--- src/design/vtpd_pkg.sv ---
// ----------------------------------------------------------------------------
// Vertex transform package
// Shared types, reset constants, the leading-one finder and the single-precision rounding helper.
// ----------------------------------------------------------------------------
package vtpd_pkg;

  typedef logic [31:0] f32_t;

  localparam f32_t CANON_NAN = 32'h7FC0_0000;
  localparam f32_t FP_ONE    = 32'h3F80_0000;

  localparam int NUM_MAT_REGS = 8;
  localparam int CFG_IDX_W    = 4;
  localparam int PIPE_DEPTH   = 24;
  // Stage at which the normal result leaves its adders.
  localparam int NRM_DONE_STAGE = 6;

  // Identity matrix, two elements to a register.
  localparam logic [63:0] MAT_RESET [NUM_MAT_REGS] = '{
    {32'd0, FP_ONE}, 64'd0,
    {FP_ONE, 32'd0}, 64'd0,
    64'd0, {32'd0, FP_ONE},
    64'd0, {FP_ONE, 32'd0}
  };

  // Position of the highest set bit.
  function automatic logic [5:0] lead_pos48(input logic [47:0] v);
    logic [5:0] p;
    p = '0;
    for (int i = 0; i < 48; i++) begin
      if (v[i]) begin
        p = 6'(i);
      end
    end
    return p;
  endfunction

  // Rounds a normalised significand (leading one at bit 26, sticky in bit 0)
  // to nearest even, including gradual underflow and overflow to infinity.
  // The significand must not be zero.
  function automatic f32_t round_pack(input logic sign, input logic signed [10:0] ex,
                                      input logic [26:0] sig);
    logic [26:0]       s;
    logic [26:0]       mask;
    logic [5:0]        sh;
    logic signed [10:0] e2;
    logic              den;
    logic              inc;
    logic [24:0]       m;
    logic [8:0]        ef;
    logic [22:0]       fr;
    f32_t              r;
    den = (ex < 11'sd1);
    e2  = 11'sd1 - ex;
    if (den) begin
      sh = (e2 > 11'sd27) ? 6'd27 : e2[5:0];
    end else begin
      sh = 6'd0;
    end
    mask = (27'd1 << sh) - 27'd1;
    s    = sig >> sh;
    s[0] = s[0] | (|(sig & mask));
    inc  = s[2] & (s[1] | s[0] | s[3]);
    m    = {1'b0, s[26:3]} + 25'(inc);
    if (den) begin
      ef = m[23] ? 9'd1 : 9'd0;
      fr = m[22:0];
    end else if (m[24]) begin
      ef = 9'(ex) + 9'd1;
      fr = m[23:1];
    end else begin
      ef = 9'(ex);
      fr = m[22:0];
    end
    if (ef >= 9'd255) begin
      r = {sign, 8'hFF, 23'd0};
    end else begin
      r = {sign, ef[7:0], fr};
    end
    return r;
  endfunction

endpackage

--- src/design/vtpd_fadd.sv ---
// ----------------------------------------------------------------------------
// Single-precision adder
// Two register stages: align and add, then normalise and round.
// ----------------------------------------------------------------------------
module vtpd_fadd (
  input  logic           clk_i,
  input  logic           en_i,
  input  vtpd_pkg::f32_t a_i,
  input  vtpd_pkg::f32_t b_i,
  output vtpd_pkg::f32_t y_o
);
  import vtpd_pkg::*;

  typedef struct packed {
    logic               spec;
    f32_t               sval;
    logic               sign;
    logic               zsign;
    logic signed [10:0] ex;
    logic [27:0]        sum;
  } araw_t;

  araw_t raw_d, raw_q;
  f32_t  y_d, y_q;

  logic        nan_a, nan_b, inf_a, inf_b;
  f32_t        xb, yb;
  logic [7:0]  ex_x, ex_y, dexp;
  logic [26:0] mx, my, ys, mask;
  logic [4:0]  sh;
  logic [5:0]  lp, lsh;
  logic [26:0] sig;
  logic signed [10:0] ex2;

  always_comb begin
    nan_a = (&a_i[30:23]) && (|a_i[22:0]);
    nan_b = (&b_i[30:23]) && (|b_i[22:0]);
    inf_a = (&a_i[30:23]) && !(|a_i[22:0]);
    inf_b = (&b_i[30:23]) && !(|b_i[22:0]);
    // Larger magnitude goes first so that the difference stays positive.
    if (b_i[30:0] > a_i[30:0]) begin
      xb = b_i;
      yb = a_i;
    end else begin
      xb = a_i;
      yb = b_i;
    end
    ex_x = (xb[30:23] == 8'd0) ? 8'd1 : xb[30:23];
    ex_y = (yb[30:23] == 8'd0) ? 8'd1 : yb[30:23];
    mx   = {|xb[30:23], xb[22:0], 3'b000};
    my   = {|yb[30:23], yb[22:0], 3'b000};
    dexp = ex_x - ex_y;
    sh   = (dexp > 8'd27) ? 5'd27 : dexp[4:0];
    mask = (27'd1 << sh) - 27'd1;
    ys   = my >> sh;
    ys[0] = ys[0] | (|(my & mask));
    raw_d.sign  = xb[31];
    raw_d.zsign = a_i[31] & b_i[31];
    raw_d.ex    = $signed({3'd0, ex_x});
    raw_d.sum   = (xb[31] == yb[31]) ? ({1'b0, mx} + {1'b0, ys}) : ({1'b0, mx} - {1'b0, ys});
    raw_d.spec  = 1'b1;
    if (nan_a || nan_b || (inf_a && inf_b && (a_i[31] != b_i[31]))) begin
      raw_d.sval = CANON_NAN;
    end else if (inf_a) begin
      raw_d.sval = a_i;
    end else if (inf_b) begin
      raw_d.sval = b_i;
    end else begin
      raw_d.spec = 1'b0;
      raw_d.sval = CANON_NAN;
    end
  end

  always_comb begin
    lp  = lead_pos48({20'd0, raw_q.sum});
    lsh = 6'd26 - lp;
    ex2 = raw_q.ex + $signed({5'd0, lp}) - 11'sd26;
    if (lp == 6'd27) begin
      sig = {raw_q.sum[27:2], raw_q.sum[1] | raw_q.sum[0]};
    end else begin
      sig = raw_q.sum[26:0] << lsh;
    end
    if (raw_q.spec) begin
      y_d = raw_q.sval;
    end else if (raw_q.sum == 28'd0) begin
      y_d = {raw_q.zsign, 31'd0};
    end else begin
      y_d = round_pack(raw_q.sign, ex2, sig);
    end
  end

  always_ff @(posedge clk_i) begin
    if (en_i) begin
      raw_q <= raw_d;
      y_q   <= y_d;
    end
  end

  assign y_o = y_q;

endmodule

--- config.mk ---
export PLATFORM = sky130hd
export DESIGN_NAME = vtpd_fadd
export DESIGN_NICKNAME = d
export VERILOG_FILES = /design/src/design/vtpd_pkg.sv /design/src/design/vtpd_fadd.sv
export SDC_FILE = /design/constraint.sdc
export NUM_CORES = 1
export LEC_CHECK = 0
export ABC_AREA = 1
export BUFFER_PORTS_ARGS = -buffer_cell sky130_fd_sc_hd__buf_4
export CORE_ASPECT_RATIO = 0.9
export CORE_UTILIZATION = 55
export DETAILED_ROUTE_END_ITERATION = 8
export PLACE_DENSITY = 0.76
export SKIP_CTS_REPAIR_TIMING = 1
export SLEW_MARGIN = 40
export SYNTH_ARGS = -nofsm -noshare
export SYNTH_HDL_FRONTEND = slang
export SYNTH_SLANG_ARGS = --single-unit
--- constraint.sdc ---
create_clock -name clk_i -period 10.3 [get_ports clk_i]
set_clock_uncertainty 0.1 [all_clocks]
set_input_delay 2.06 -clock clk_i [delete_from_list [all_inputs] [get_ports clk_i]]
set_output_delay 2.06 -clock clk_i [all_outputs]
set_load 0.05 [all_outputs]
== Word-level counts from Yosys, hierarchy flattened ==
Cells that the tools add are included.

* Add/subtract/negate cells: 11
* Multipliers: 0
* Div/mod/pow operators: 0
* Magnitude comparators: 5
* Equality and inequality tests: 3
* Shift-type cells: 5
* Multiplexer cells: 51
* Bitwise gates (word level): 9
* Reductions and logical operators: 22

{| class="wikitable"
|+ Operators with widths
! operator !! count
|-
| $mux 32 || 6
|-
| $mux 6 || 30
|-
| $and 27x27->27 || 2
|-
| $reduce_or 27->1 || 2
|-
| $sub 27x1->27 const B || 2
|-
| $mux 23 || 2
|-
| $reduce_or 23->1 || 2
|-
| $mux 9 || 4
|-
| $gt 31x31->1 || 1
|-
| $mux 31 || 1
|-
| $add 27x27->28 || 1
|-
| $logic_not 28->1 || 1
|-
| $mux 28 || 1
|-
| $sub 27x27->28 || 1
|-
| $mux 27 || 1
|-
| $shl 1x5->27 const A || 1
|-
| $shl 1x6->27 const A || 1
|-
| $shl 27x6->27 || 1
|-
| $shr 27x5->27 || 1
|-
| $shr 27x6->27 || 1
|-
| $add 24x1->25 || 1
|-
| $logic_not 8->1 || 2
|-
| $mux 8 || 2
|-
| $reduce_and 8->1 || 2
|-
| other kinds (22) || 37
|}

* Register bits: 103
* Bits in latches: 0
* RAM bits: 0
* Bits in read-only memories: 0
* Input port bits: 66
* Output and inout bits: 32
* Memories kept: 0

== Logic depth before layout (Yosys ltp) ==
* Depth after elaboration: 52
* Gate-level depth with buffers: 71
* Gate-level depth less buffers: 68

== Least setup slack after synthesis ==
Ideal clock, no wire load.

* Kind: input port to flip-flop
* From: in a_i[2]
* To: reg raw_q[25] in the netlist's numbering, data pin
* Library setup time: 0.258 ns
* Arrival time: 10.397 ns
* Slack: -0.455 ns
* Stages on the path: 69
* Buffers on the path: 5
* Path through: inv_1 ha_1 a21oi_1 o21ai_0 a21oi_1 o21ai_0 a21oi_1 o21ai_0 nand3_1 a21oi_1 o21ai_0 nand2_1 nand2_1 clkbuf_1 clkbuf_1 clkbuf_1 nor2_1 a21oi_1 [... 33 more ...] inv_1 nand3_1 nand2_1 nand3_1 nand2_1 inv_1 o21ai_0 a21oi_1 nor2_1 nor2_1 o31ai_1 nand3_1 nand2_1 nand3_1 nand2_1 a22oi_1 nand2_1 xor2_1

{| class="wikitable"
|+ RTL lines
! item !! RTL line !! text
|-
| start, declared || vtpd_fadd.sv:8 || <nowiki>input vtpd_pkg::f32_t a_i,</nowiki>
|-
| end signal, assigned || vtpd_fadd.sv:94 || <nowiki>raw_q <= raw_d;</nowiki>
|-
| end, declared || vtpd_fadd.sv:23 || <nowiki>araw_t raw_d, raw_q;</nowiki>
|}

==> impl_metrics.json <==
{
  "clockBufferDepth": 2,
  "slew_violations": 0,
  "busiest_layer": "met2",
  "ios": 98,
  "hold_path.class": "flop to flop",
  "cp-startpoint": "a_i[2]",
  "mostFrequentLayoutCells": "685 x nand2_1, 394 x nand3_1, 343 x buf_4",
  "fin_util_pct": 69.1,
  "worstReg2RegStart": "raw_q[3]",
  "startpoint_type": "input port",
  "grt_first_pass_wirelength_um": 85300,
  "ys_seq_area_share_pct": 19.6,
  "power.total_w": 0.00414,
  "cts_tree": "yes",
  "critPathBufInv": 10,
  "cap_viol_max_count": 0,
  "final_common_cell": "nand2_1",
  "crit_fanout": 8,
  "clock_latency_ns": 0.38,
  "wl_um": 55900,
  "die_y_um": 162,
  "cts_htree_levels": 3,
  "avgSynthCellArea_um2": 6.15,
  "synth_edf_count": 103,
  "dr.pass1.iters": 6,
  "cts.sinks": 103,
  "avgViaCountPerCell": 5.89,
  "crit_top_cell": "nand2_1",
  "synth-seq-cells": 103,
  "run_status": "complete, but fails checks",
  "violations": "negative setup slack",
  "ir_drop_v": 0.000117,
  "syn_area_um2": 15700,
  "row_count": 58,
  "use_met1_pct": 52.3,
  "vias": 19000,
  "yosysUniqueCellTypes": 70,
  "cp_data_required_time_ns": 10.34,
  "hold_slack_ns": 0.436,
  "placed_cell_area_um2": 18300,
  "drc": 0,
  "grt_pass1_vias": 16800,
  "syn_inst": 2561,
  "finish.net_count": 3036,
  "dp_hpwl_um": 43500,
  "core_area_um2": 28000,
  "cp.arrival_ns": 10.41,
  "hold_start": "raw_q[60]",
  "avgRoutedWirePerCell_um": 17.4,
  "port_buffers": 97,
  "dp_cells": 3176,
  "use_met2_pct": 55.6,
  "routabilityCongestion": 1.03,
  "dieArea_um2": 29300,
  "setup_viol": 2,
  "met3_usage_pct": 4.16,
  "worst_pin_slew_ns": 0.905,
  "drive_gt1_share_pct": 19.6,
  "pwr_density_cell_nw_per_um2": 214,
  "area_delta_synth_final_pct": 22.9,
  "root_buffer": "clkbuf_16",
  "cp_top_family": "compound AO/OA/AOI/OAI gates",
  "fmax_ghz": 0.0965,
  "end_kind": "flop",
  "grtUsageTotal_pct": 36.0,
  "nFillCells": 2455,
  "fin_crit_sh_pct": 101,
  "postLayoutCellArea_um2": 19300,
  "critPathKind": "input port to flop",
  "slowest_delay_ns": 0.38,
  "hold_viol": 0,
  "die_w_um": 180,
  "antenna_found_initial": 0,
  "drt.antenna.violating_nets": 0,
  "crit_slowest_cell": "fa_2",
  "ys_warn_count": 0,
  "async_reset_ff_share_pct": 0,
  "path_clk_slew_ns": 0.09,
  "gr-total-overflow": 0,
  "ys.flop_type": "edfxtp_1",
  "initial_utilization_pct": 56.2,
  "p_leak_nw": 9.62,
  "rsz0062_at_grt": "true",
  "fin_cells": 3223,
  "drt_iter0_drc": 2241,
  "layout_setup_ws_ns": -0.0680,
  "max_slew_margin_pct": 39.1,
  "cts_inserted_buffers": 9,
  "layout_min_cycle_time_ns": 10.37,
  "grt_start_max_net_pins": 93,
  "num_antenna_cells": 0
}
path summary, 6_finish.rpt:
check	end	slack, ns	cells after the start
max reg2reg	y_o[6]	1.14	59
min reg2reg	y_o[19]	0.44	2
min	y_o[19]	0.44	2
max	raw_q[25]	-0.07	67
kinds of logic (layout without fill, tap and decap cells):
group / Yosys count / in the layout / synth area share [%]
adders and majority gates: 112 / 112 / 9.05
other: 2 / 30 / 0.0477
DFF: 103 / 103 / 19.6
AOI/OAI and AO/OA: 420 / 420 / 15.5
and+or+nand+nor: 1439 / 1441 / 40.7
xor gates and xnor gates: 66 / 66 / 3.72
muxes: 8 / 8 / 0.517
buffers and inverters: 411 / 683 / 10.7
worst min-delay path, delay by kind of cell (launching register included):
kind	cells	cell delay [ns]
AO/OA/AOI/OAI	1	0.05
AND/OR/NAND/NOR	1	0.06
flip-flops	1	0.33
sequential cells by signal, indices dropped and copies added (netlist names):
signal and flops:
raw_q 71, y_o 32
per-layer routing:
layer / part of all wire [%] / up-vias
met5: 0 / -
met4: 3.1 / 0
met3: 9.0 / 134
met2: 43 / 978
met1: 45 / 8674
li1: - / 9201
synth_stat cells, types with 11 or more instances:
| cell | count | area share (%) |
|---|---|---|
| o21ai_1 | 12 | 0.38 |
| o21ai_2 | 11 | 0.61 |
| nand4_1 | 50 | 2.0 |
| nor2_1 | 182 | 4.3 |
| inv_2 | 16 | 0.38 |
| nand2_1 | 694 | 17 |
| o211ai_1 | 12 | 0.57 |
| nand2_2 | 15 | 0.60 |
| nor4_1 | 21 | 0.83 |
| o21ai_0 | 176 | 5.6 |
| nand3_1 | 396 | 13 |
| ha_1 | 109 | 8.7 |
| nor2_2 | 11 | 0.44 |
| clkbuf_1 | 52 | 1.2 |
| a21oi_1 | 120 | 3.8 |
| nor3_1 | 25 | 0.79 |
| edfxtp_1 | 103 | 20 |
| inv_1 | 287 | 6.8 |
| buf_2 | 25 | 0.79 |
| xor2_1 | 56 | 3.1 |
power by group:
part / internal [W] / switching [W] / leakage (nW)
Sequential: 0.000567 / 0.0000654 / 1.02
Clock: 0.000181 / 0.000199 / 0.158
Combinational: 0.00107 / 0.00206 / 8.44
area by class of cell:
cell class              instances  area [um^2]  share of cell area [%]
inverters                     308         1170                    6.05
clock inverters                 7          104                   0.537
clock buffers                   9          225                    1.16
multi-input cells            2077        11500                    59.4
repair buffers                358         2800                    14.5
flip-flops and latches        103         3090                    16.0
repair inverters                1         7.51                  0.0388
well taps                     360          450                    2.33
stage by stage:
stage | setup WS (ns) | TNS (ns)
final | -0.0680 | -0.0879
after global placement | -0.541 | -3.05
after detailed placement | -0.942 | -5.90
after floorplan | 0.00836 | 0
after global routing | -0.600 | -3.37
after CTS | -0.567 | -2.27
Note: power is estimated with default switching activity, not from simulation.
