==> config.mk <==
export PLATFORM = sky130hd
export DESIGN_NAME = vtpd_fmul
export DESIGN_NICKNAME = d
export VERILOG_FILES = /design/src/design/vtpd_pkg.sv /design/src/design/vtpd_fmul.sv
export SDC_FILE = /design/constraint.sdc
export NUM_CORES = 2
export LEC_CHECK = 0
export BUFFER_PORTS_ARGS = -buffer_cell sky130_fd_sc_hd__buf_2
export CAP_MARGIN = 20
export CORE_MARGIN = 5
export CORE_UTILIZATION = 52
export DETAILED_ROUTE_END_ITERATION = 7
export PLACE_DENSITY = 0.81
export SYNTH_ARGS = -nofsm -noshare
export SYNTH_HDL_FRONTEND = slang
export SYNTH_SLANG_ARGS = --single-unit
export TNS_END_PERCENT = 30
==> constraint.sdc <==
create_clock -name clk_i -period 15.56 [get_ports clk_i]
set_input_delay 3.89 -clock clk_i [delete_from_list [all_inputs] [get_ports clk_i]]
set_output_delay 3.89 -clock clk_i [all_outputs]
set_load 0.005 [all_outputs]
==> src/design/vtpd_pkg.sv <==
// ----------------------------------------------------------------------------
// Vertex transform package
// Shared types, reset constants, the leading-one finder and the single-precision rounding helper.
// ----------------------------------------------------------------------------
package vtpd_pkg;

  typedef logic [31:0] f32_t;

  localparam f32_t CANON_NAN = 32'h7FC0_0000;
  localparam f32_t FP_ONE    = 32'h3F80_0000;

  localparam int NUM_MAT_REGS = 8;
  localparam int CFG_IDX_W    = 4;
  localparam int PIPE_DEPTH   = 24;
  // Stage at which the normal result leaves its adders.
  localparam int NRM_DONE_STAGE = 6;

  // Identity matrix, two elements to a register.
  localparam logic [63:0] MAT_RESET [NUM_MAT_REGS] = '{
    {32'd0, FP_ONE}, 64'd0,
    {FP_ONE, 32'd0}, 64'd0,
    64'd0, {32'd0, FP_ONE},
    64'd0, {FP_ONE, 32'd0}
  };

  // Position of the highest set bit.
  function automatic logic [5:0] lead_pos48(input logic [47:0] v);
    logic [5:0] p;
    p = '0;
    for (int i = 0; i < 48; i++) begin
      if (v[i]) begin
        p = 6'(i);
      end
    end
    return p;
  endfunction

  // Rounds a normalised significand (leading one at bit 26, sticky in bit 0)
  // to nearest even, including gradual underflow and overflow to infinity.
  // The significand must not be zero.
  function automatic f32_t round_pack(input logic sign, input logic signed [10:0] ex,
                                      input logic [26:0] sig);
    logic [26:0]       s;
    logic [26:0]       mask;
    logic [5:0]        sh;
    logic signed [10:0] e2;
    logic              den;
    logic              inc;
    logic [24:0]       m;
    logic [8:0]        ef;
    logic [22:0]       fr;
    f32_t              r;
    den = (ex < 11'sd1);
    e2  = 11'sd1 - ex;
    if (den) begin
      sh = (e2 > 11'sd27) ? 6'd27 : e2[5:0];
    end else begin
      sh = 6'd0;
    end
    mask = (27'd1 << sh) - 27'd1;
    s    = sig >> sh;
    s[0] = s[0] | (|(sig & mask));
    inc  = s[2] & (s[1] | s[0] | s[3]);
    m    = {1'b0, s[26:3]} + 25'(inc);
    if (den) begin
      ef = m[23] ? 9'd1 : 9'd0;
      fr = m[22:0];
    end else if (m[24]) begin
      ef = 9'(ex) + 9'd1;
      fr = m[23:1];
    end else begin
      ef = 9'(ex);
      fr = m[22:0];
    end
    if (ef >= 9'd255) begin
      r = {sign, 8'hFF, 23'd0};
    end else begin
      r = {sign, ef[7:0], fr};
    end
    return r;
  endfunction

endpackage

==> src/design/vtpd_fmul.sv <==
// ----------------------------------------------------------------------------
// Single-precision multiplier
// Two register stages: significand product, then normalise and round.
// ----------------------------------------------------------------------------
module vtpd_fmul (
  input  logic           clk_i,
  input  logic           en_i,
  input  vtpd_pkg::f32_t a_i,
  input  vtpd_pkg::f32_t b_i,
  output vtpd_pkg::f32_t y_o
);
  import vtpd_pkg::*;

  typedef struct packed {
    logic               spec;
    f32_t               sval;
    logic               sign;
    logic signed [10:0] ex;
    logic [47:0]        man;
  } mraw_t;

  mraw_t raw_d, raw_q;
  f32_t  y_d, y_q;

  logic        nan_a, nan_b, inf_a, inf_b, zero_a, zero_b;
  logic [7:0]  ea, eb;
  logic [23:0] ma, mb;
  logic [5:0]  lp;
  logic [47:0] norm;
  logic signed [10:0] ex2;

  always_comb begin
    ea     = (a_i[30:23] == 8'd0) ? 8'd1 : a_i[30:23];
    eb     = (b_i[30:23] == 8'd0) ? 8'd1 : b_i[30:23];
    ma     = {|a_i[30:23], a_i[22:0]};
    mb     = {|b_i[30:23], b_i[22:0]};
    nan_a  = (&a_i[30:23]) && (|a_i[22:0]);
    nan_b  = (&b_i[30:23]) && (|b_i[22:0]);
    inf_a  = (&a_i[30:23]) && !(|a_i[22:0]);
    inf_b  = (&b_i[30:23]) && !(|b_i[22:0]);
    zero_a = !(|a_i[30:0]);
    zero_b = !(|b_i[30:0]);
    raw_d.sign = a_i[31] ^ b_i[31];
    raw_d.ex   = $signed({3'd0, ea}) + $signed({3'd0, eb}) - 11'sd127;
    raw_d.man  = ma * mb;
    raw_d.spec = 1'b1;
    if (nan_a || nan_b || (inf_a && zero_b) || (zero_a && inf_b)) begin
      raw_d.sval = CANON_NAN;
    end else if (inf_a || inf_b) begin
      raw_d.sval = {raw_d.sign, 8'hFF, 23'd0};
    end else if (zero_a || zero_b) begin
      raw_d.sval = {raw_d.sign, 31'd0};
    end else begin
      raw_d.spec = 1'b0;
      raw_d.sval = CANON_NAN;
    end
  end

  always_comb begin
    lp   = lead_pos48(raw_q.man);
    norm = raw_q.man << (6'd47 - lp);
    ex2  = raw_q.ex + $signed({5'd0, lp}) - 11'sd46;
    if (raw_q.spec) begin
      y_d = raw_q.sval;
    end else begin
      y_d = round_pack(raw_q.sign, ex2, {norm[47:22], |norm[21:0]});
    end
  end

  always_ff @(posedge clk_i) begin
    if (en_i) begin
      raw_q <= raw_d;
      y_q   <= y_d;
    end
  end

  assign y_o = y_q;

endmodule

* Word-level counts from Yosys, hierarchy flattened *
Cells that the tools add are included.

word-level totals
  flip-flop bits (word level) = 125
  bits of input ports = 66
  word-level logic and storage cells = 120

operators by class
  $add $sub $neg = 9
  $mul = 1
  order comparisons = 3
  shift operators = 3
  muxes and demuxes = 63
  bitwise operators = 6
  reduce and logical (&&, ||, !) cells = 28

operators with widths
  cell                                                                               count
  6-bit 2-to-1 mux                                                                   49
  32-bit 2-to-1 mux                                                                  3
  31-bit OR reduction                                                                2
  24-bit by 24-bit multiplier with 48-bit output                                     1
  48-bit by 6-bit left shift with 48-bit output                                      1
  23-bit 2-to-1 mux                                                                  2
  23-bit OR reduction                                                                2
  31-bit 2-to-1 mux                                                                  1
  27-bit AND                                                                         1
  9-bit 2-to-1 mux                                                                   3
  27-bit OR reduction                                                                1
  1-bit by 6-bit left shift with 27-bit output (first input constant)                1
  27-bit by 6-bit >> shifter with 27-bit output                                      1
  27-bit by 1-bit subtractor with 27-bit output (second input constant)              1
  24-bit by 1-bit adder with 25-bit output                                           1
  22-bit OR reduction                                                                1
  8-bit logical NOT                                                                  2
  8-bit 2-to-1 mux                                                                   2
  8-bit AND reduction                                                                2
  8-bit OR reduction                                                                 2
  11-bit by 7-bit adder with 11-bit output                                           1
  11-bit by 6-bit greater-than comparator with 1-bit output (second input constant)  1
  11-bit by 2-bit < comparator with 1-bit output (second input constant)             1
  11-bit by 7-bit subtractor with 11-bit output (second input constant)              1
  14 further kinds                                                                   30

* Longest topological paths before layout *
  depth after elaboration = 69
  gate-level depth with buffers = 42
  mapped depth without buffers = 36

* Worst setup path after synthesis *
OpenSTA, ideal clock, no wires.

  path kind = input to register
  from = input port b_i[6]
  to = register raw_q[47] (netlist bit), data pin
  library setup time = 260 ps
  data arrival time = 11014 ps
  setup slack = 4286 ps
  cell stages on the path = 31
  path buffers = 2
  path through = clkbuf_1 -> clkbuf_1 -> nand2_1 -> fa_1 -> inv_1 -> fa_1 -> fa_1 -> inv_1 -> fa_1 -> fa_1 -> inv_1 -> fa_1 -> fa_1 -> ha_1 -> a21o_1 -> a21oi_1 -> nor3b_1 -> o21ai_0 -> a31o_2 -> o2111a_1 -> o21a_1 -> o21ai_0 -> a21oi_1 -> o21bai_1 -> nor2_1 -> o311a_1 -> o21a_1 -> o21ai_0 -> nand2b_1 -> a21oi_1 -> xnor2_1

RTL lines
  item                  RTL line         source
  from (decl)           vtpd_fmul.sv:9   input vtpd_pkg::f32_t b_i,
  to (signal assigned)  vtpd_fmul.sv:72  raw_q <= raw_d;
  to (decl)             vtpd_fmul.sv:22  mraw_t raw_d, raw_q;

* Final worst setup path *
  from = register raw_q[2] (netlist bit)
  to = register y_q[19], in the netlist y_o[19], data pin

between the ends
  cells in the longest elaborated chain, start to end = 68
  elaborated cells between the ends (all ways) = 77
  classes of those cells = add/sub (7); order compare (3); shift (3); mux (57); bitwise (5); reduce/logical (2)

RTL lines
  item                                                          RTL line                        source
  6-bit 2-to-1 mux (46 in series)                               vtpd_pkg.sv:31                  if (v[i]) begin
  11-bit by 7-bit adder with 11-bit output                      vtpd_fmul.sv:62                 ex2 = raw_q.ex + $signed({5'd0, lp}) - 11'sd46;
  11-bit by 7-bit subtractor with 11-bit output                 vtpd_fmul.sv:62
  2-bit by 11-bit subtractor with 11-bit output                 vtpd_pkg.sv:54                  e2 = 11'sd1 - ex;
  11-bit by 6-bit greater-than comparator with 1-bit output     vtpd_pkg.sv:56                  sh = (e2 > 11'sd27) ? 6'd27 : e2[5:0];
  6-bit 2-to-1 mux                                              vtpd_pkg.sv:56
  6-bit 2-to-1 mux                                              vtpd_pkg.sv:55                  if (den) begin
  6-bit 2-to-1 mux                                              vtpd_fmul.sv:63                 if (raw_q.spec) begin
  [... 7 more ...]                                              --
  1-bit AND                                                     vtpd_pkg.sv:63                  inc = s[2] & (s[1] | s[0] | s[3]);
  24-bit by 1-bit adder with 25-bit output                      vtpd_pkg.sv:64                  m = {1'b0, s[26:3]} + 25'(inc);
  9-bit 2-to-1 mux / 1-bit 2-to-1 mux (equally long branches)   vtpd_pkg.sv:68, vtpd_pkg.sv:66
  9-bit 2-to-1 mux                                              vtpd_pkg.sv:65                  if (den) begin
  9-bit 2-to-1 mux                                              vtpd_fmul.sv:63
  9-bit by 8-bit greater-or-equal comparator with 1-bit output  vtpd_pkg.sv:75                  if (ef >= 9'd255) begin
  31-bit 2-to-1 mux (*)                                         vtpd_pkg.sv:75
  32-bit 2-to-1 mux (*)                                         vtpd_fmul.sv:63
  to (signal assigned)                                          vtpd_fmul.sv:73                 y_q <= y_d;
  to (decl)                                                     vtpd_fmul.sv:23                 f32_t y_d, y_q;

Mark *: on every way between the ends. The rest lies on a longest branch, timed or not. The select of a mux whose other input is x is not followed.
A chain may end at the register's enable or synchronous reset.

==> results.toml <==
[status]
violations = "DRC"
status = "complete, but fails checks"

[route]
drt_wl_total_mm = 97.3
wl_per_cell_um = 21.9
vias = 28000
post-route-drc-count = 32
ant_nets = 0
drt_pass1_iterations = 8
vias_per_cell = 6.31
drt_iter0_markers = 2919

[layout]
area_delta_synth_final_pct = 3.57
diodes = 0
layout_commonest_cell = "nand2_1"
nets = 4423
post-route-util_pct = 54.4
most-common-layout-cells = "550 x nand2_1, 540 x inv_1, 484 x fa_1, 210 x ha_1, 204 x and2_1"
drive_above_1_share_pct = 7.22

[timing]
finalClockSkew_ns = 0.0154
final.min_clock_period_ns = 11.96
slew_headroom_pct = 14.9
setup_viol = 0
final-max-slew-violation-count = 0
worstMarginPinSlew_ns = 1.27
rsz0062_at_grt = "false"
hold_violations = 0
post-route-period-util_pct = 76.9
fin_setup_tns_ns = 0
max_freq_mhz = 83.6

[critical_path]
r2r_end = "y_o[19]"
crit_arrival_ns = 12.14
startpoint_type = "register"
r2r-start = "raw_q[2]"
cp_common_cell = "ha_1"
cp_slowest_cell = "a21oi_4"
r2r_cells = 36
crit_end = "y_o[19]"
required_ns = 15.73
cp_max_fo = 37
slowest_delay_ns = 0.81
cp-startpoint = "raw_q[2]"
endpoint_kind = "register"
crit_type = "register to register"
r2r_setup_slack_ns = 3.60

[hold_path]
hp-class = "register to register"
hold_depth = 1
hold_start = "raw_q[91]"

[synth]
ys_seq_area_share_pct = 9.21
syn_area_per_cell_um2 = 8.26
synth_edf_count = 95
netlist_area_um2 = 31000
syn_inst = 3748
ys_ff_latch = 95
yosysWarnings = 0
yosysUniqueCellTypes = 112
synth-async-reset-ratio_pct = 0
synthesis.nets = 4508
synth-main-ff-cell = "edfxtp_1"

[clocking]
post-cts-setup-buffer-count = 0
cts_tree = "built"
ctsRootBufferMaster = "clkbuf_16"
cts_buffers = 9
clock_sinks = 95
worst_skew_pair.late_latency_ns = 0.38
clk_path_buf_depth = 2
cts_resized = 0
cts_hold_buf = 0
htreeDepth = 3
clkTransAtPathRegs_ns = 0.08

[grt]
track_usage_pct = 30.1
grt_overflow_total = 0
grt_start_max_net_pins = 73
first_global_vias = 28600
antenna_found_initial = 1
grt_pass1_wl_mm = 156

[placed_design]
dp_hpwl_mm = 75.2
gp_congestion = 1.05
numPortBuffers = 97

[die]
start_util_pct = 52.5
die_y_um = 254
fp.coreArea_um2 = 59000
rows = 89
die_area_um2 = 64500
boundaryPins = 98
die_w_um = 254

[flow_run]
maxCapViolations = 0
==> logic make-up after synthesis <==
group / after synthesis / synth area share (%)
buf+inv: 779 / 9.84
compound gates: 690 / 15.9
mux: 31 / 1.15
simple gates: 1365 / 21.5
xor+xnor: 93 / 2.65
fa+ha+maj: 695 / 39.8
flops: 95 / 9.21
==> critical path: cells and delay by family, from the launching register on <==
| family | cells | cell delay [ns] |
|---|---|---|
| compound gates | 18 | 5.80 |
| simple gates | 8 | 2.15 |
| fa+ha+maj | 5 | 1.92 |
| buf+inv | 5 | 1.29 |
| flops | 1 | 0.53 |
==> final cells by class <==
type	instances	area [um2]
fill	5413	26900
multi-input combinational	2874	25100
sequential	95	2850
inverter	543	2040
tap	773	967
timing repair buffer	140	808
clock buffer	9	225
clock inverter	7	87.6
==> stage by stage <==
step,cells,setup WS [ns],hold slack [ns],area (um2)
6_report,4441,3.60,0.570,32100
2_1_floorplan,3748,4.29,0.500,31000
3_3_place_gp,4424,3.76,0.533,31800
3_5_place_dp,4425,3.62,0.548,31800
4_1_cts,4441,3.80,0.568,32100
5_1_grt,4441,3.04,0.595,32100
==> metal layers <==
metal  vias to the layer above  share of wire, %  track usage (%)
met5                         -                 0                0
met1                     13500                39             39.5
met2                      1737                45             47.8
li1                      12300                 -                -
met3                       391                10             5.83
met4                         0               6.0             15.0
==> sequential cells by signal (all words and copies together) (netlist names) <==
name,cells
raw_q,63
y_o,32
==> how the worst min path moves through the flow <==
| stage | end | slack (ns) |
|---|---|---|
| 2_1_floorplan | y_o[22] | 0.50 |
| 3_3_place_gp | y_o[31] | 0.53 |
| 3_5_place_dp | y_o[31] | 0.55 |
| 4_1_cts | y_o[31] | 0.57 |
| 5_1_grt | y_o[31] | 0.60 |
| 6_report | y_o[31] | 0.57 |
==> synthesized netlist by cell type, types with 8 or more instances <==
cell,number,share of area (%)
and3_1,10,0.20
a211oi_1,30,0.73
clkbuf_1,176,2.1
and2_1,204,4.1
a22oi_1,13,0.32
or3_1,18,0.36
nor2_1,190,2.3
o21ai_0,131,2.1
a221oi_1,8,0.23
o32ai_1,11,0.31
o21ai_1,19,0.31
a21oi_1,147,2.4
a31o_2,8,0.23
xor2_1,25,0.71
nand2_1,550,6.7
nor3b_1,11,0.27
o2111ai_1,12,0.34
o22ai_1,21,0.42
o2bb2ai_1,23,0.65
xnor2_1,67,1.9
fa_1,484,31
o21bai_1,9,0.22
nor3_2,19,0.61
nor3_1,78,1.3
buf_1,11,0.13
ha_1,210,8.5
a311oi_1,17,0.48
inv_1,540,6.5
nand4_1,27,0.55
edfxtp_1,95,9.2
a31oi_1,27,0.55
buf_2,37,0.60
o211ai_1,31,0.75
nand3_1,133,2.1
o21a_1,15,0.36
nor4_1,45,0.91
nand2b_1,19,0.38
o31ai_1,14,0.34
nor2b_1,15,0.30
a21o_1,26,0.63
mux2i_1,22,0.71
Power is not shown: default switching activity piles up to over one toggle a cycle in this logic, so the estimate is an artifact.
