## src/design/vtpd_pkg.sv

```systemverilog
// ----------------------------------------------------------------------------
// Vertex transform package
// Shared types, reset constants, the leading-one finder and the single-precision rounding helper.
// ----------------------------------------------------------------------------
package vtpd_pkg;

  typedef logic [31:0] f32_t;

  localparam f32_t CANON_NAN = 32'h7FC0_0000;
  localparam f32_t FP_ONE    = 32'h3F80_0000;

  localparam int NUM_MAT_REGS = 8;
  localparam int CFG_IDX_W    = 4;
  localparam int PIPE_DEPTH   = 24;
  // Stage at which the normal result leaves its adders.
  localparam int NRM_DONE_STAGE = 6;

  // Identity matrix, two elements to a register.
  localparam logic [63:0] MAT_RESET [NUM_MAT_REGS] = '{
    {32'd0, FP_ONE}, 64'd0,
    {FP_ONE, 32'd0}, 64'd0,
    64'd0, {32'd0, FP_ONE},
    64'd0, {FP_ONE, 32'd0}
  };

  // Position of the highest set bit.
  function automatic logic [5:0] lead_pos48(input logic [47:0] v);
    logic [5:0] p;
    p = '0;
    for (int i = 0; i < 48; i++) begin
      if (v[i]) begin
        p = 6'(i);
      end
    end
    return p;
  endfunction

  // Rounds a normalised significand (leading one at bit 26, sticky in bit 0)
  // to nearest even, including gradual underflow and overflow to infinity.
  // The significand must not be zero.
  function automatic f32_t round_pack(input logic sign, input logic signed [10:0] ex,
                                      input logic [26:0] sig);
    logic [26:0]       s;
    logic [26:0]       mask;
    logic [5:0]        sh;
    logic signed [10:0] e2;
    logic              den;
    logic              inc;
    logic [24:0]       m;
    logic [8:0]        ef;
    logic [22:0]       fr;
    f32_t              r;
    den = (ex < 11'sd1);
    e2  = 11'sd1 - ex;
    if (den) begin
      sh = (e2 > 11'sd27) ? 6'd27 : e2[5:0];
    end else begin
      sh = 6'd0;
    end
    mask = (27'd1 << sh) - 27'd1;
    s    = sig >> sh;
    s[0] = s[0] | (|(sig & mask));
    inc  = s[2] & (s[1] | s[0] | s[3]);
    m    = {1'b0, s[26:3]} + 25'(inc);
    if (den) begin
      ef = m[23] ? 9'd1 : 9'd0;
      fr = m[22:0];
    end else if (m[24]) begin
      ef = 9'(ex) + 9'd1;
      fr = m[23:1];
    end else begin
      ef = 9'(ex);
      fr = m[22:0];
    end
    if (ef >= 9'd255) begin
      r = {sign, 8'hFF, 23'd0};
    end else begin
      r = {sign, ef[7:0], fr};
    end
    return r;
  endfunction

endpackage

```

## src/design/vtpd_fdiv.sv

```systemverilog
// ----------------------------------------------------------------------------
// Single-precision divider
// Unpack stage, fourteen restoring stages of two quotient bits, round stage.
// ----------------------------------------------------------------------------
module vtpd_fdiv (
  input  logic           clk_i,
  input  logic           en_i,
  input  vtpd_pkg::f32_t a_i,
  input  vtpd_pkg::f32_t b_i,
  output vtpd_pkg::f32_t y_o
);
  import vtpd_pkg::*;

  localparam int QBITS      = 28;
  localparam int BITS_STAGE = 2;
  localparam int NSTAGES    = QBITS / BITS_STAGE;

  typedef struct packed {
    logic               spec;
    f32_t               sval;
    logic               sign;
    logic signed [10:0] ex;
    logic [24:0]        rem;
    logic [23:0]        dv;
    logic [QBITS-1:0]   q;
  } dstage_t;

  dstage_t st_q [NSTAGES+1];
  dstage_t pre_d;
  dstage_t step_d [NSTAGES];
  f32_t    y_d, y_q;

  logic        nan_a, nan_b, inf_a, inf_b, zero_a, zero_b, sgn;
  logic [7:0]  ea, eb;
  logic [23:0] ma, mb, na, nb;
  logic [5:0]  la, lb;
  logic [26:0] sig;
  logic signed [10:0] ex2;
  logic        remnz;

  always_comb begin
    ea     = (a_i[30:23] == 8'd0) ? 8'd1 : a_i[30:23];
    eb     = (b_i[30:23] == 8'd0) ? 8'd1 : b_i[30:23];
    ma     = {|a_i[30:23], a_i[22:0]};
    mb     = {|b_i[30:23], b_i[22:0]};
    nan_a  = (&a_i[30:23]) && (|a_i[22:0]);
    nan_b  = (&b_i[30:23]) && (|b_i[22:0]);
    inf_a  = (&a_i[30:23]) && !(|a_i[22:0]);
    inf_b  = (&b_i[30:23]) && !(|b_i[22:0]);
    zero_a = !(|a_i[30:0]);
    zero_b = !(|b_i[30:0]);
    sgn    = a_i[31] ^ b_i[31];
    // Subnormal operands are brought to a leading one first.
    la = lead_pos48({24'd0, ma});
    lb = lead_pos48({24'd0, mb});
    na = ma << (6'd23 - la);
    nb = mb << (6'd23 - lb);
    pre_d.sign = sgn;
    pre_d.ex   = $signed({3'd0, ea}) + $signed({5'd0, la})
               - $signed({3'd0, eb}) - $signed({5'd0, lb}) + 11'sd127;
    pre_d.rem  = {1'b0, na};
    pre_d.dv   = nb;
    pre_d.q    = '0;
    pre_d.spec = 1'b1;
    if (nan_a || nan_b || (inf_a && inf_b) || (zero_a && zero_b)) begin
      pre_d.sval = CANON_NAN;
    end else if (zero_b || inf_a) begin
      pre_d.sval = {sgn, 8'hFF, 23'd0};
    end else if (inf_b || zero_a) begin
      pre_d.sval = {sgn, 31'd0};
    end else begin
      pre_d.spec = 1'b0;
      pre_d.sval = CANON_NAN;
    end
  end

  for (genvar k = 0; k < NSTAGES; k++) begin : g_step
    always_comb begin
      step_d[k] = st_q[k];
      for (int b = 0; b < BITS_STAGE; b++) begin
        step_d[k].q = step_d[k].q << 1;
        if (step_d[k].rem >= {1'b0, step_d[k].dv}) begin
          step_d[k].q[0] = 1'b1;
          step_d[k].rem  = step_d[k].rem - {1'b0, step_d[k].dv};
        end
        step_d[k].rem = step_d[k].rem << 1;
      end
    end
  end

  always_comb begin
    remnz = |st_q[NSTAGES].rem;
    if (st_q[NSTAGES].q[QBITS-1]) begin
      sig = {st_q[NSTAGES].q[27:2], st_q[NSTAGES].q[1] | st_q[NSTAGES].q[0] | remnz};
      ex2 = st_q[NSTAGES].ex;
    end else begin
      sig = {st_q[NSTAGES].q[26:1], st_q[NSTAGES].q[0] | remnz};
      ex2 = st_q[NSTAGES].ex - 11'sd1;
    end
    if (st_q[NSTAGES].spec) begin
      y_d = st_q[NSTAGES].sval;
    end else begin
      y_d = round_pack(st_q[NSTAGES].sign, ex2, sig);
    end
  end

  always_ff @(posedge clk_i) begin
    if (en_i) begin
      st_q[0] <= pre_d;
      for (int k = 0; k < NSTAGES; k++) begin
        st_q[k+1] <= step_d[k];
      end
      y_q <= y_d;
    end
  end

  assign y_o = y_q;

endmodule

```

## config.mk

```make
export PLATFORM = sky130hd
export DESIGN_NAME = vtpd_fdiv
export DESIGN_NICKNAME = d
export VERILOG_FILES = /design/src/design/vtpd_pkg.sv /design/src/design/vtpd_fdiv.sv
export SDC_FILE = /design/constraint.sdc
export NUM_CORES = 2
export LEC_CHECK = 0
export BUFFER_PORTS_ARGS = -buffer_cell sky130_fd_sc_hd__buf_4
export CORE_UTILIZATION = 65
export CTS_CLUSTER_DIAMETER = 60
export CTS_CLUSTER_SIZE = 28
export DETAILED_ROUTE_END_ITERATION = 10
export GPL_TIMING_DRIVEN = 1
export HOLD_SLACK_MARGIN = 0.03
export PLACE_DENSITY = 0.83
export REMOVE_ABC_BUFFERS = 1
export SETUP_SLACK_MARGIN = 0.5
export SLEW_MARGIN = 20
export SYNTH_ARGS = -nofsm -noshare
export SYNTH_HDL_FRONTEND = slang
export SYNTH_SLANG_ARGS = --single-unit
```

## constraint.sdc

```tcl
create_clock -name clk_i -period 19.5 [get_ports clk_i]
set_input_delay 3.9 -clock clk_i [delete_from_list [all_inputs] [get_ports clk_i]]
set_output_delay 3.9 -clock clk_i [all_outputs]
set_load 0.1 [all_outputs]
```

# Yosys cells after proc, flatten, opt, wreduce, memory -nomap -nowiden
# Memory sizes are Yosys's and may differ from the RTL's.
# Cells that the tools add are included.
# classes
n_reduce_logical	27
multipliers	0
n_shift	4
add_sub_neg	39
n_mux	125
bitwise_logic	9
eq_ne	0
n_div	0
order_cmp	31
# ops
op	count
>= comparator 25 x 24 -> 1 bit	28
two-way mux 24 bit	28
subtractor 24 bit	28
two-way mux 32 bit	4
two-way mux 5 bit	16
two-way mux 4 bit	16
OR reduction 31 bit	2
left shift 24 x 6 -> 24 bit	2
two-way mux 23 bit	2
OR reduction 23 bit	2
two-way mux 1 bit	36
two-way mux 31 bit	1
AND 27 bit	1
two-way mux 27 bit	1
two-way mux 9 bit	3
OR reduction 27 bit	1
left shift 1 x 6 -> 27 bit (first input constant)	1
>> shifter 27 x 6 -> 27 bit	1
subtractor 27 x 1 -> 27 bit (second input constant)	1
adder 24 x 1 -> 25 bit	1
OR reduction 25 bit	1
two-way mux 3 bit	8
two-way mux 6 bit	3
logical NOT 8 bit	2
other kinds (22)	46
# totals
latch_bits	0
rom_bits	0
mem_bits_rw	1830
out_inout_bits	32
reg_bits	32
in_bits	66
mem_count	1
# mem_list
name	words	width	read_ports	rd_ports_with_merged_regs	write_ports	line	rtl
st_q	15	122	15	0	15	vtpd_fdiv.sv:28	dstage_t st_q [NSTAGES+1];

# Longest topological paths before layout
# logic_depth
depth_word	27
depth_mapped	38
mapped_depth_nobuf	35

# Worst setup path before layout
# Ideal clock, no wire load.
# synth_timing
path_type	input to register
startpoint	input a_i[1]
endpoint	memory st_q[0][86] (netlist bit), data pin
t_required_ns	19.234
t_arrival_ns	8.345
path_buffers	0
cell_stages	27
setup_slack_ns	10.889
path_cell_list	nor2b_1 -> o21bai_1 -> a21oi_1 -> o21ba_2 -> o21bai_1 -> a21oi_1 -> o21bai_1 -> a21oi_1 -> o21bai_1 -> a21oi_1 -> o21bai_1 -> nand2_1 -> inv_2 -> ha_1 -> inv_1 -> ha_1 -> fa_1 -> ha_1 -> ha_1 -> fa_1 -> a21o_1 -> a21oi_1 -> o21bai_1 -> a21oi_1 -> nor2b_1 -> nor3_1 -> xor2_1
# synth_lines
item	line	rtl
start: declaration	vtpd_fdiv.sv:8	input vtpd_pkg::f32_t a_i,
end: declaration	vtpd_fdiv.sv:28	

==> metrics.md <==
| Metric | Value |
|---|---|
| Status | complete, no violations |
| Crit Path Max Fanout | 26 |
| Wl on met1 | 86.2 mm |
| Root Buffer | clkbuf_16 |
| Global placer's final weighted congestion | ~0.99 |
| Fin crit share | 0.533 |
| Netlist cell types | around 100 |
| Syn-to-layout area delta | 7.38% |
| Worst-path clk slew | approximately 0.080 ns |
| Cells after Synth | about 7900 |
| Setup crit start | st_q[0][761] |
| Sequential fraction of the synthesis area | 0.437 |
| Most used cell, CP | o21ai_0 |
| Post-synth EDFFs | between 1000 and 1500 |
| Final #Nets | 8755 |
| IO Count | 98 |
| DR pass1 iterations | 7 |
| Flops & latches, synth | 1178 |
| Largest net degree at the start of global routing | between 200 and 250 |
| Async set-reset flop share out of synthesis | 0 |
| Starting DRT DRC Count | 6882 |
| DP HPWL | about 160 mm |
| Mapped cell area | 81000 um^2 |
| Antenna violations before repair | 5 |
| Vias after detailed routing | 62792 |
| FF-to-FF Start | st_q[0][761] |
| Dpl ws | around 9 ns |
| Max Cap Viol | 0 |
| Clock Sinks | about 1200 |
| Worst Skew | about 0.042 ns |
| RSZ-0062 raised after global routing | no |
| Final max-slew violation count | 0 |
| Avg Vias per Cell | approximately 6.5 |
| Initial Util | 0.655 |
| CTS Hold Bufs | 0 |
| Antenna diodes | 0 |
| Finish-stage setup viols | 0 |
| DRC violations left | 0 |
| Total Routing Usage GR | 0.319 |
| Vias in the first global route | ~59000 |
| Post-Route WL | slightly above 200 mm |
| First-pass GRT wire length | between 300 and 400 mm |
| Total grt overflow | 0 |
| Startpoint Class | flop |
| Die width | roughly 350 um |
| FILL cells | 9066 |
| Top layer in use | met5 |
| FP Rows | roughly 130 |
| H-tree Lvls | 3 |
| Hold Crit Start | st_q[0][241] |
| Clock Tree Buf Depth | 3 |
| Crit path kind | flop to flop |
| Port bufs | 97 |
| Final setup TNS | 0 ns |
| Num CTS Buffers | 92 |
| Final Critical Period | a little over 10 ns |
| Mean area per synthesized cell | just over 10 um^2 |
| Overall die height | ~350 um |
| TritonCTS clock tree | done |
| ANT nets after route | 0 |
| Worst hold path type | flop to flop |
| Worst Slack Setup Final | slightly above 9 ns |
| WL met2 | between 90 and 100 mm |
| Worst path required time | between 15 and 20 ns |
| Slew headroom | 0.208 |
| Max incr delay on CP | 0.78 ns |
| Crit end category | flop |
| CP max-delay cell | clkinv_1 |
| DR WL/cell | around 21 um |
| Final Hold Violating Endpoints | 0 |
| Share of layout cells above drive strength 1 | 0.0996 |
| Fmax | roughly 0.096 GHz |
| Worst-Margin Slew | 1.19 ns |
| Core area | roughly 120000 um^2 |
| Main synth FF type | edfxtp_1 |
| Clock latency on the worst-skew pair | roughly 0.75 ns |
| DR WL met3 | ~16 mm |
| Die area | 126000 um^2 |
| PostCTS Resize Cnt | 0 |
| Yosys warnings | 0 |
| Setup bufs post-CTS | 0 |
| CP Data Arrival Time | 10.88 ns |
-- cell usage in the layout (no fill, tap or decap), drive strengths merged, types with 150 or more instances in the layout --
cell / synthesis / routed
inv: 634 / 677
nand3: 164 / 164
a21o: 219 / 219
a21oi: 505 / 505
nor2: 620 / 620
edfxtp: 1178 / 1178
o21ai: 467 / 467
mux2: 341 / 341
xnor2: 320 / 320
nor3: 196 / 196
ha: 693 / 693
nand2: 577 / 577
xor2: 162 / 162
buf: 56 / 150
-- state kept, by name (all words and copies together), names as in the netlist --
register  flops
st_q       1146
y_o          32
-- through the flow --
stage | hold slack (ns) | util | instance area, um^2 | instances
floorplan | 0.400 | - | 80200 | 7730
global placement | 0.400 | 0.675 | 83400 | 9516
detailed placement | 0.405 | 0.675 | 83400 | 9516
CTS | 0.378 | 0.703 | 86900 | 9688
global route | 0.379 | 0.703 | 87000 | 9689
finish | 0.391 | 0.703 | 87000 | 9689
-- path summary, 6_finish.rpt --
path,end,slack [ns],cells after the start
max,st_q[0][908],9.10,35
min,st_q[0][363],0.39,0
max reg2reg,st_q[0][908],9.10,35
min reg2reg,st_q[0][363],0.39,0
-- logic make-up (layout without fill, tap and decap cells) --
logic type               after synthesis  count (layout)  synth area share
AO/OA/AOI/OAI                       1991            1991             0.159
XOR/XNOR                             482             482            0.0521
adder cells (fa/ha/maj)              715             715             0.113
buffers and inverters                833             961            0.0395
flip-flops                          1178            1178             0.437
multiplexers                         458             458            0.0643
AND/OR/NAND/NOR                     2267            2267             0.136
-- cell type report --
type | instances | area, um^2 | share of cell area
clock buffers | 96 | 2360 | 0.0271
clock inverters | 76 | 1150 | 0.0133
inverters | 639 | 2400 | 0.0276
multi-input cells | 5913 | 42500 | 0.488
flip-flops and latches | 1178 | 35400 | 0.407
well taps | 1637 | 2050 | 0.0236
repair buffers | 150 | 1150 | 0.0132
-- synthesized netlist by cell type, drive strengths merged, types with 58 or more instances --
| cell type | number | share of area |
|---|---|---|
| xnor2 | 320 | 0.035 |
| mux2 | 341 | 0.047 |
| nor3 | 196 | 0.012 |
| inv | 634 | 0.029 |
| a21boi | 110 | 0.010 |
| xor2 | 162 | 0.018 |
| o21ai | 467 | 0.029 |
| a21o | 219 | 0.020 |
| or3 | 71 | 0.0055 |
| nand4 | 144 | 0.011 |
| edfxtp | 1178 | 0.44 |
| and3 | 59 | 0.0046 |
| nor2 | 620 | 0.029 |
| nand3 | 164 | 0.010 |
| a21oi | 505 | 0.031 |
| mux2i | 101 | 0.012 |
| nor4 | 73 | 0.0061 |
| o21a | 69 | 0.0064 |
| ha | 693 | 0.11 |
| nand2 | 577 | 0.027 |
| clkbuf | 138 | 0.0064 |
| a31oi | 58 | 0.0045 |
| o31ai | 96 | 0.0090 |
| nor2b | 99 | 0.0076 |
| o21bai | 69 | 0.0064 |
| nand2b | 79 | 0.0061 |
| a211oi | 88 | 0.0082 |
-- worst max-delay path: cells and delay by family, from the launching register on --
family | cells | cell delay, ns
buffers and inverters | 3 | 1.32
adder cells (fa/ha/maj) | 2 | 0.70
flip-flops | 1 | 0.47
AO/OA/AOI/OAI | 24 | 5.93
AND/OR/NAND/NOR | 6 | 1.71
-- routing by layer --
layer  global-route usage  vias up
met3               0.0372      478
met5                    0        -
met4                0.130        2
met2                0.525     2748
li1                     -    29574
met1                0.432    29990
Power is not shown: default switching activity piles up to over one toggle a cycle in this logic, so the estimate is an artifact.
